### src/hw/rtl/ssdt_pkg.sv
// Shared constants, codes and controller/datapath interface types for the
// visited-state table. No dependencies.
`default_nettype none

package ssdt_pkg;

    // Table geometry
    localparam int MAX_WORDS   = 8;
    localparam int TABLE_DEPTH = 1024;

    // Field widths
    localparam int WORD_W    = 32;
    localparam int STEP_W    = 16;
    localparam int WC_W      = 4;
    localparam int OUTCOME_W = 2;
    localparam int OUT_IDX_W = 10;

    // Derived widths
    localparam int POS_W   = $clog2(MAX_WORDS + 1);
    localparam int SEL_W   = (MAX_WORDS > 1) ? $clog2(MAX_WORDS) : 1;
    localparam int IDX_W   = $clog2(TABLE_DEPTH);
    localparam int TOT_W   = $clog2(TABLE_DEPTH + 1);
    localparam int WADDR_W = $clog2(TABLE_DEPTH * MAX_WORDS);

    // Stream word widths, padded to whole bytes
    localparam int S_DATA_W = ((WORD_W + STEP_W + 7) / 8) * 8;
    localparam int M_DATA_W = ((OUTCOME_W + OUT_IDX_W + WORD_W + 7) / 8) * 8;
    localparam int M_PAD_W  = M_DATA_W - (OUTCOME_W + OUT_IDX_W + WORD_W);

    // Reset value of the word count register
    localparam logic [WC_W-1:0] WORD_COUNT_RESET = WC_W'(8);

    // Input function codes (carried on tuser)
    localparam logic FUNC_CLEAR = 1'b0;
    localparam logic FUNC_WORD  = 1'b1;

    // Lookup outcome codes
    typedef enum logic [OUTCOME_W-1:0] {
        OUT_APPEND  = 2'd0,
        OUT_DUP     = 2'd1,
        OUT_REPLACE = 2'd2,
        OUT_FULL    = 2'd3
    } outcome_t;

    // Controller to datapath commands
    typedef struct packed {
        logic clear;       // empty the table and drop the candidate
        logic take_word;   // store an accepted mask word
        logic fold;        // form the fingerprint, restart the scan
        logic rd_entry;    // read fingerprint and steps of the current entry
        logic rd_word;     // read one stored word of the current entry
        logic next_entry;  // advance the entry pointer
        logic next_word;   // advance the word pointer
        logic set_found;   // record a full match at the current entry
        logic decide;      // settle the outcome, update fingerprint/steps
        logic wr_word;     // copy one candidate word into the table
        logic emit;        // load the result register, drop the candidate
    } ssdt_cmd_t;

    // Datapath to controller status
    typedef struct packed {
        logic table_empty; // no stored entries
        logic fp_match;    // read fingerprint equals candidate fingerprint
        logic word_match;  // read word equals candidate word
        logic word_last;   // word pointer at last word in use
        logic entry_last;  // entry pointer at last stored entry
        logic store;       // decision writes the candidate into the table
        logic wr_done;     // word pointer at last word slot
        logic out_busy;    // result register still held by the receiver
    } ssdt_sts_t;

    // Clamp the configured word count into 1..MAX_WORDS
    function automatic logic [POS_W-1:0] words_in_use(input logic [WC_W-1:0] wc);
        logic [POS_W-1:0] n;
        if (wc == '0) begin
            n = POS_W'(1);
        end else if (int'(wc) > MAX_WORDS) begin
            n = POS_W'(MAX_WORDS);
        end else begin
            n = POS_W'(wc);
        end
        return n;
    endfunction

endpackage

`default_nettype wire

### src/hw/rtl/ssdt_ctrl.sv
// Sequencing state machine for the visited-state table.
// Depends on ssdt_pkg for the command and status structs.
`default_nettype none

module ssdt_ctrl (
    input  wire logic              aclk,
    input  wire logic              aresetn,
    input  wire logic              s_tvalid,
    input  wire logic              s_tuser,
    input  wire logic              s_tlast,
    output logic                   s_tready,
    input  ssdt_pkg::ssdt_sts_t    sts,
    output ssdt_pkg::ssdt_cmd_t    cmd
);

    typedef enum logic [8:0] {
        ST_IDLE   = 9'b000000001,
        ST_FOLD   = 9'b000000010,
        ST_RDFP   = 9'b000000100,
        ST_CHKFP  = 9'b000001000,
        ST_RDW    = 9'b000010000,
        ST_CHKW   = 9'b000100000,
        ST_DECIDE = 9'b001000000,
        ST_WRITE  = 9'b010000000,
        ST_EMIT   = 9'b100000000
    } state_t;

    state_t state_reg;
    state_t state_next;
    logic   accept;

    assign s_tready = (state_reg == ST_IDLE);
    assign accept   = s_tvalid && s_tready;

    // State register
    always_ff @(posedge aclk) begin
        if (!aresetn) begin
            state_reg <= ST_IDLE;
        end else begin
            state_reg <= state_next;
        end
    end

    // Next state and commands
    always_comb begin
        state_next = state_reg;
        cmd        = '0;
        unique case (state_reg)
            ST_IDLE: begin
                if (accept) begin
                    if (s_tuser == ssdt_pkg::FUNC_CLEAR) begin
                        cmd.clear = 1'b1;
                    end else begin
                        cmd.take_word = 1'b1;
                        if (s_tlast) begin
                            state_next = ST_FOLD;
                        end
                    end
                end
            end
            ST_FOLD: begin
                cmd.fold   = 1'b1;
                state_next = sts.table_empty ? ST_DECIDE : ST_RDFP;
            end
            ST_RDFP: begin
                cmd.rd_entry = 1'b1;
                state_next   = ST_CHKFP;
            end
            ST_CHKFP: begin
                if (sts.fp_match) begin
                    state_next = ST_RDW;
                end else if (sts.entry_last) begin
                    state_next = ST_DECIDE;
                end else begin
                    cmd.next_entry = 1'b1;
                    state_next     = ST_RDFP;
                end
            end
            ST_RDW: begin
                cmd.rd_word = 1'b1;
                state_next  = ST_CHKW;
            end
            ST_CHKW: begin
                priority if (sts.word_match && sts.word_last) begin
                    cmd.set_found = 1'b1;
                    state_next    = ST_DECIDE;
                end else if (sts.word_match) begin
                    cmd.next_word = 1'b1;
                    state_next    = ST_RDW;
                end else if (sts.entry_last) begin
                    state_next = ST_DECIDE;
                end else begin
                    cmd.next_entry = 1'b1;
                    state_next     = ST_RDFP;
                end
            end
            ST_DECIDE: begin
                cmd.decide = 1'b1;
                state_next = sts.store ? ST_WRITE : ST_EMIT;
            end
            ST_WRITE: begin
                cmd.wr_word = 1'b1;
                if (sts.wr_done) begin
                    state_next = ST_EMIT;
                end else begin
                    cmd.next_word = 1'b1;
                end
            end
            ST_EMIT: begin
                if (!sts.out_busy) begin
                    cmd.emit   = 1'b1;
                    state_next = ST_IDLE;
                end
            end
            default: begin
                state_next = ST_IDLE;
            end
        endcase
    end

endmodule

`default_nettype wire

### config.mk
export PLATFORM = sky130hd
export DESIGN_NAME = ssdt_ctrl
export DESIGN_NICKNAME = d
export VERILOG_FILES = /design/src/hw/rtl/ssdt_pkg.sv /design/src/hw/rtl/ssdt_ctrl.sv
export SDC_FILE = /design/constraint.sdc
export NUM_CORES = 1
export LEC_CHECK = 0
export ABC_CLOCK_PERIOD_IN_PS = 2060
export BUFFER_PORTS_ARGS = -buffer_cell sky130_fd_sc_hd__clkbuf_2
export CAP_MARGIN = 20
export CORE_MARGIN = 4
export CORE_UTILIZATION = 48
export DETAILED_ROUTE_END_ITERATION = 10
export GPL_TIMING_DRIVEN = 1
export PLACE_DENSITY = 0.78
export SLEW_MARGIN = 20
export SYNTH_ARGS = -nofsm -noshare
export SYNTH_HDL_FRONTEND = slang
export SYNTH_SLANG_ARGS = --single-unit
### constraint.sdc
create_clock -name aclk -period 2.06 [get_ports aclk]
set_input_delay 0.412 -clock aclk [delete_from_list [all_inputs] [get_ports aclk]]
set_output_delay 0.412 -clock aclk [all_outputs]
set_load 0.02 [all_outputs]
==> results of run 1 <==
-- Yosys cell counts --
cell and count:
xor2_1 2, nor4_1 2, nand2b_1 4, o21ai_0 2, a211oi_1 1, dfxtp_1 9, buf_2 2, nor3_1 7
o21a_1 1, nand3b_2 1, nor3b_1 2, a221oi_1 1, nand3_1 2, a221o_2 1, a32oi_1 1, and2b_1 1
a21oi_1 3, nor3_4 1, nor4b_1 3, inv_1 6, or4b_1 2, and3b_1 1, a21o_1 2, and3_1 3
or2_1 1, nor2b_1 2, or4_1 1, a2bb2oi_1 1, nor2_1 8, nand2_1 4, buf_6 1, or4_4 1
nor4_4 1, nand4_1 2, o22ai_1 3, nand3b_1 1, clkbuf_1 1, nor3b_2 1, o211ai_1 1
-- worst max-delay path, delay by kind of cell (launching register included) --
family                 cells  cell delay (ns)
DFF                        1             0.32
and+or+nand+nor            3             1.03
buffers and inverters      1             0.15
AOI/OAI and AO/OA          1             0.14
-- worst max path at each step --
stage	start	endpoint	slack, ns	cells after the start
3_5_place_dp	state_reg[3]	cmd[2]	0.09	5
2_1_floorplan	state_reg[3]	cmd[4]	0.01	5
5_1_grt	state_reg[2]	cmd[4]	-0.38	5
6_report	state_reg[2]	cmd[4]	-0.27	5
3_3_place_gp	state_reg[2]	cmd[4]	0.12	5
4_1_cts	state_reg[2]	cmd[4]	-0.18	5
-- power groups by stage --
stage	logic (uW)	registers (uW)	clock network [uW]
after global routing	407	220	162
after global placement	236	208	0
final	393	218	150
after detailed placement	247	208	0
after CTS	323	209	144
after floorplan	149	210	0
-- cells by family (layout without fill, tap and decap cells) --
logic type / Yosys count / after routing / share of synthesized area (%)
XOR/XNOR: 2 / 2 / 2.478
AND/OR/NAND/NOR: 51 / 51 / 48.50
AO/OA/AOI/OAI: 17 / 17 / 16.82
buffers and inverters: 10 / 52 / 6.725
flip-flops: 9 / 9 / 25.49
-- per-layer routing --
metal	wire, um	track usage [%]
met5	0	0
met4	80	9.091
met3	304	7.813
met2	1530	39.84
met1	1096	32.40
-- stage by stage --
step	cells	setup TNS, ns	hold WS (ns)
after global routing	146	-1.778	0.3921
after detailed placement	133	0	0.6303
after floorplan	89	0	0.5295
final	146	-1.101	0.3769
after global placement	133	0	0.6184
after CTS	141	-0.9187	0.3658
-- area by class of cell --
class	count	share of cell area (%)
inverters	6	1.972
repair buffers	42	27.82
clock buffers	4	2.300
well taps	15	1.643
flip-flops and latches	9	16.76
multi-input cells	70	49.51
-- timing repair --
action                                  4_1_cts  5_1_grt
buffers inserted                              4        5
endpoints found under the hold margin         0        0
resized for setup                            20       27
endpoints found under the setup margin       10        9
pin swaps                                     4        5
==> flow_metrics.tcl, run 1 <==
set metrics [dict create \
    die_y_um 46.38 \
    synthTopCellsByArea "dfxtp_1, nor3_1, nor2_1" \
    final_antenna_net_count 0 \
    dr.first_iter.drc_count 54 \
    start_util_pct 52.36 \
    final_max_slew_viol_count 0 \
    antenna_found_initial 0 \
    syn_inst 89 \
    setup_violations 8 \
    grt_max_degree 11 \
    slowest_stage "or4_4" \
    rows 13 \
    worstReg2RegEnd "state_reg[3]" \
    holdPathStages 3 \
    yosysTopAreaCellShare_pct 25.49 \
    leakage_uw 0.0005165 \
    core_region_area_sq_um 1350 \
    clock_path_buffers 2 \
    endpoint_kind "primary output" \
    gp_congestion 0.8335 \
    ys_seq_area_share_pct 25.49 \
    finClkSkew_ns 0.002100 \
    yosys_warnings 0 \
    largest_register_ffs 9 \
    num_antenna_cells 0 \
    overflow 0 \
    yosys.area.top_type "dfxtp_1" \
    clk_pin_slew_worst_paths_ns 0.07 \
    drt_first_pass_iters 5 \
    die_x_um 46.38 \
    path_cells "or4_4, nor4_4, and3b_2, a21o_1, clkbuf_8" \
    final_util_pct 84.62 \
    r2r-start "state_reg[2]" \
    worstPathRequired_ns 1.65 \
    seq_power_share_pct 28.7 \
    tightestPinTransition_ns 0.3858 \
    period_share_pct 113.0 \
    grt_pass1_vias 827 \
    cts_buffers 3 \
    register_area_sq_um 191.4 \
    cts_sinks 9 \
    r2r_cells 6 \
    swShare_pct 38.32 \
    n_fill_cell 71 \
    drc_errors 0 \
    critical_path.max_stage_delay_ns 0.58 \
    slew_headroom_pct 73.92 \
    io-pin-count 25 \
    period_needed_ns 2.328 \
    final_cell_mix "buf_4, clkbuf_2, inv_1, nor3_1, nor2_1" \
    start_kind "register" \
    min_from "sts[7]" \
    dp_hpwl_mm 1.668 \
    fin_area_sq_um 1142 \
    htree_levels 1 \
    cts-root-buf "clkbuf_4" \
    area_growth_pct 61.59 \
    rsz0062_at_grt "true" \
    reg2reg_slack_ns 0.27 \
    intPower_uw 469.0 \
    maxCapViolations 0 \
    hold_path_class "input pin to register" \
    cp.arrival_ns 1.92 \
    final_layout_size_suffix_gt1_share_pct 52.67 \
    layout_commonest_cell "buf_4" \
    multiInputGateArea_sq_um 565.5 \
    min_to "state_reg[6]" \
    fin_nets 145 \
    clk_latency_ns 0.27 \
    synth_cell_type_count 39 \
    violations "setup timing" \
    post-place-ws_ns 0.08929 \
    synth-seq-cells 9 \
    cts_tree "built" \
    p_switching_uw 291.4 \
    synth.avg_cell_area_sq_um 7.943 \
    synth.net_count 102 \
    wl_per_cell_um 20.63 \
    worstSetupPathType "register to primary output" \
    drt_wl_total_mm 3.012 \
    ctsHoldBuffers 0 \
    place_area_sq_um 892.1 \
    hold_viol_final 0 \
    grt_use_total_pct 25.40 \
    numPortBuffers 24 \
    outcome "finished with violations" \
    power_frac_comb_pct 51.6 \
    p_total_uw 760.4 \
    dr_total_vias 942 \
    fin_ws_ns -0.2685 \
    dieArea_sq_um 2151 \
    syn_area_sq_um 706.9 \
    power.density_nw_per_um2 665.6 \
    grt_pass1_wl_mm 3.822 \
    vdd_drop_max_uv 470.0 \
    fmax_ghz 0.4295 \
    via_per_inst 6.452 \
    clkPwrFrac_pct 19.7 \
    cp_max_fo 3 \
]
(Power assumes the default switching activity.)
==> run 2, diff against run 1 <==
Settings changed: ABC_AREA set to 1.
==> run 2 against run 1 <==
  * The flow now finishes without violations
  * Cell count is 12% higher
  * Via count decreased by 14%
  * Global-route usage fell by 6.2 points
  * Die area is 1.2% higher
  * Routed wire length decreased by 40%
  * Clock power is 11% lower
  * Synthesized area increased by 1.4%
  * Highest routed layer is now met3
==> flow_metrics.tcl, run 2 <==
set metrics [dict create \
    outcome "complete, no violations" \
    setup_tns_ns 0 \
    tightestPinTransition_ns 0.3645 \
    endpoint_kind "primary output" \
    layout_commonest_cell "inv_1" \
    crit_start "state_reg[4]" \
    cts_buffers 3 \
    fin_nets 163 \
    clk_latency_ns 0.26 \
    drc_errors 0 \
    synth-seq-cells 9 \
    power_frac_comb_pct 49.4 \
    grt_max_degree 7 \
    power.density_nw_per_um2 743.6 \
    synth-edff-count 0 \
    wl_per_cell_um 11.04 \
    r2r-start "state_reg[4]" \
    area_growth_pct 24.78 \
    htree_levels 1 \
    dieArea_sq_um 2176 \
    drt_first_pass_iters 4 \
    final_cell_mix "inv_1, nand2_1, clkbuf_2, nor2_1" \
    start_kind "register" \
    swShare_pct 43.77 \
    synthFlopType "dfxtp_1" \
    maxCapViolations 0 \
    grt_use_total_pct 19.23 \
    ys_seq_area_share_pct 25.13 \
    syn_inst 121 \
    syn_area_sq_um 716.9 \
    fmax_ghz 0.5198 \
    worstSetupPathType "register to primary output" \
    hold_viol_final 0 \
    yosys.cell_count.top_type "inv_1" \
    grt_pass1_wl_mm 3.015 \
    r2r_cells 10 \
    setup_violations 0 \
    clkPwrFrac_pct 20.0 \
    p_switching_uw 291.2 \
    synth.avg_cell_area_sq_um 5.925 \
    synth_cell_type_count 22 \
    period_needed_ns 1.924 \
    synthTopCellsByCount "inv_1, nand2_1, nor2_1" \
    cts-root-buf "clkbuf_4" \
    synthTopCellsByArea "dfxtp_1, inv_1, nand2_1" \
    post-place-ws_ns 0.3588 \
    critPathCapture "cmd[5]" \
    finClkSkew_ns 0.0006501 \
    synth.net_count 134 \
    cp_max_fo 5 \
    intPower_uw 374.0 \
    hold_path_class "input pin to register" \
    seq_power_share_pct 30.6 \
    fin_area_sq_um 894.6 \
    clk_pin_slew_worst_paths_ns 0.06 \
    path_cells "nor2_2, nand2_4, nor2_8, nand2_2, clkinv_2, nand2_2, o21ai_2, buf_4" \
    worstReg2RegEnd "state_reg[0]" \
    core_region_area_sq_um 1350 \
    p_total_uw 665.2 \
    final_util_pct 66.27 \
    slowest_stage "dfxtp_1" \
    largest_register_ffs 9 \
    numPortBuffers 24 \
    reg2reg_slack_ns 0.70 \
    drt_wl_total_mm 1.811 \
    slew_headroom_pct 75.67 \
    leakage_uw 0.0005377 \
    place_area_sq_um 855.8 \
    final_layout_size_suffix_gt1_share_pct 29.53 \
    dr_total_vias 814 \
    final_max_slew_viol_count 0 \
    grt_pass1_vias 770 \
    die_y_um 46.65 \
    ctsHoldBuffers 0 \
    cp.arrival_ns 1.51 \
    gp_congestion 0.9101 \
    vdd_drop_max_uv 480.2 \
    cpMostUsedCell "nand2_2" \
    via_per_inst 4.963 \
    final_antenna_net_count 0 \
    die_x_um 46.65 \
    fin_ws_ns 0.1361 \
    critical_path.max_stage_delay_ns 0.33 \
    ys_async_sr_fraction_pct 0 \
    cts_tree "built" \
    postCtsSetupRepairBufs 0 \
    cts_sinks 9 \
    yosysTopAreaCellShare_pct 25.13 \
    overflow 0 \
    clock_path_buffers 2 \
    dr.first_iter.drc_count 15 \
    antenna_found_initial 0 \
    worstPathRequired_ns 1.65 \
    yosys_warnings 0 \
    ctsResizeCount 0 \
    rsz0062_at_grt "false" \
    num_antenna_cells 0 \
    start_util_pct 53.10 \
    io-pin-count 25 \
    period_share_pct 93.39 \
    yosys.area.top_type "dfxtp_1" \
    rows 13 \
    dp_hpwl_mm 1.517 \
]
run 2: cell count changes in the layout (fill, tap and decap cells not counted), moves of 4 or more:
cell / delta
buf_4: -20
nand2_1: +19
nand3_1: +7
nor2_1: +9
clkbuf_2: +9
inv_1: +21
dfxtp_1: +5
nand2b_1: -4
run 2: power groups by stage:
stage	sequential [uW]	clock (uW)	combinational, uW
3_3_place_gp	206	0	319
5_1_grt	206	151	375
3_5_place_dp	207	0	324
2_1_floorplan	204	0	243
4_1_cts	203	140	326
6_report	203	133	329
run 2: cell families (layout without fill, tap and decap cells):
logic type      count (synthesis)  in the layout  synth area share, %
buf+inv                        30             58                16.06
compound gates                 10             10                8.377
simple gates                   72             72                50.44
flops                           9              9                25.13
run 2: how the worst min path moves through the flow:
| stage | slack (ns) | startpoint | to | depth (start not counted) |
|---|---|---|---|---|
| after floorplan | 0.48 | aresetn | state_reg[0] | 1 |
| after global routing | 0.36 | aresetn | state_reg[0] | 2 |
| after CTS | 0.36 | aresetn | state_reg[0] | 2 |
| after global placement | 0.57 | state_reg[0] | state_reg[0] | 4 |
| final | 0.36 | aresetn | state_reg[0] | 2 |
| after detailed placement | 0.59 | state_reg[0] | state_reg[0] | 4 |
run 2: worst max-delay path: cells and delay by family, from the launching register on:
| kind | cells | cell delay [ns] |
|---|---|---|
| DFF | 1 | 0.33 |
| and+or+nand+nor | 5 | 0.57 |
| AOI/OAI and AO/OA | 1 | 0.13 |
| buffers and inverters | 2 | 0.22 |
run 2: cell type report:
type	instances	area [sq um]
clock buffer	4	26.28
sequential	9	180.2
tap	15	18.77
inverter	30	115.1
timing repair buffer	24	122.6
fill	146	455.4
multi-input combinational	82	431.7
run 2: per-layer routing:
metal / wire [um] / global-route usage (%) / vias up
met4: 0 / 3.315 / 0
met3: 96 / 5.859 / 0
met5: 0 / 0 / -
met1: 768 / 22.63 / 363
met2: 946 / 34.34 / 17
li1: - / - / 434
run 2: stage by stage:
stage,instances,hold WS (ns)
floorplan,121,0.4807
global placement,160,0.5741
detailed placement,160,0.5902
CTS,164,0.3550
global route,164,0.3644
finish,164,0.3643
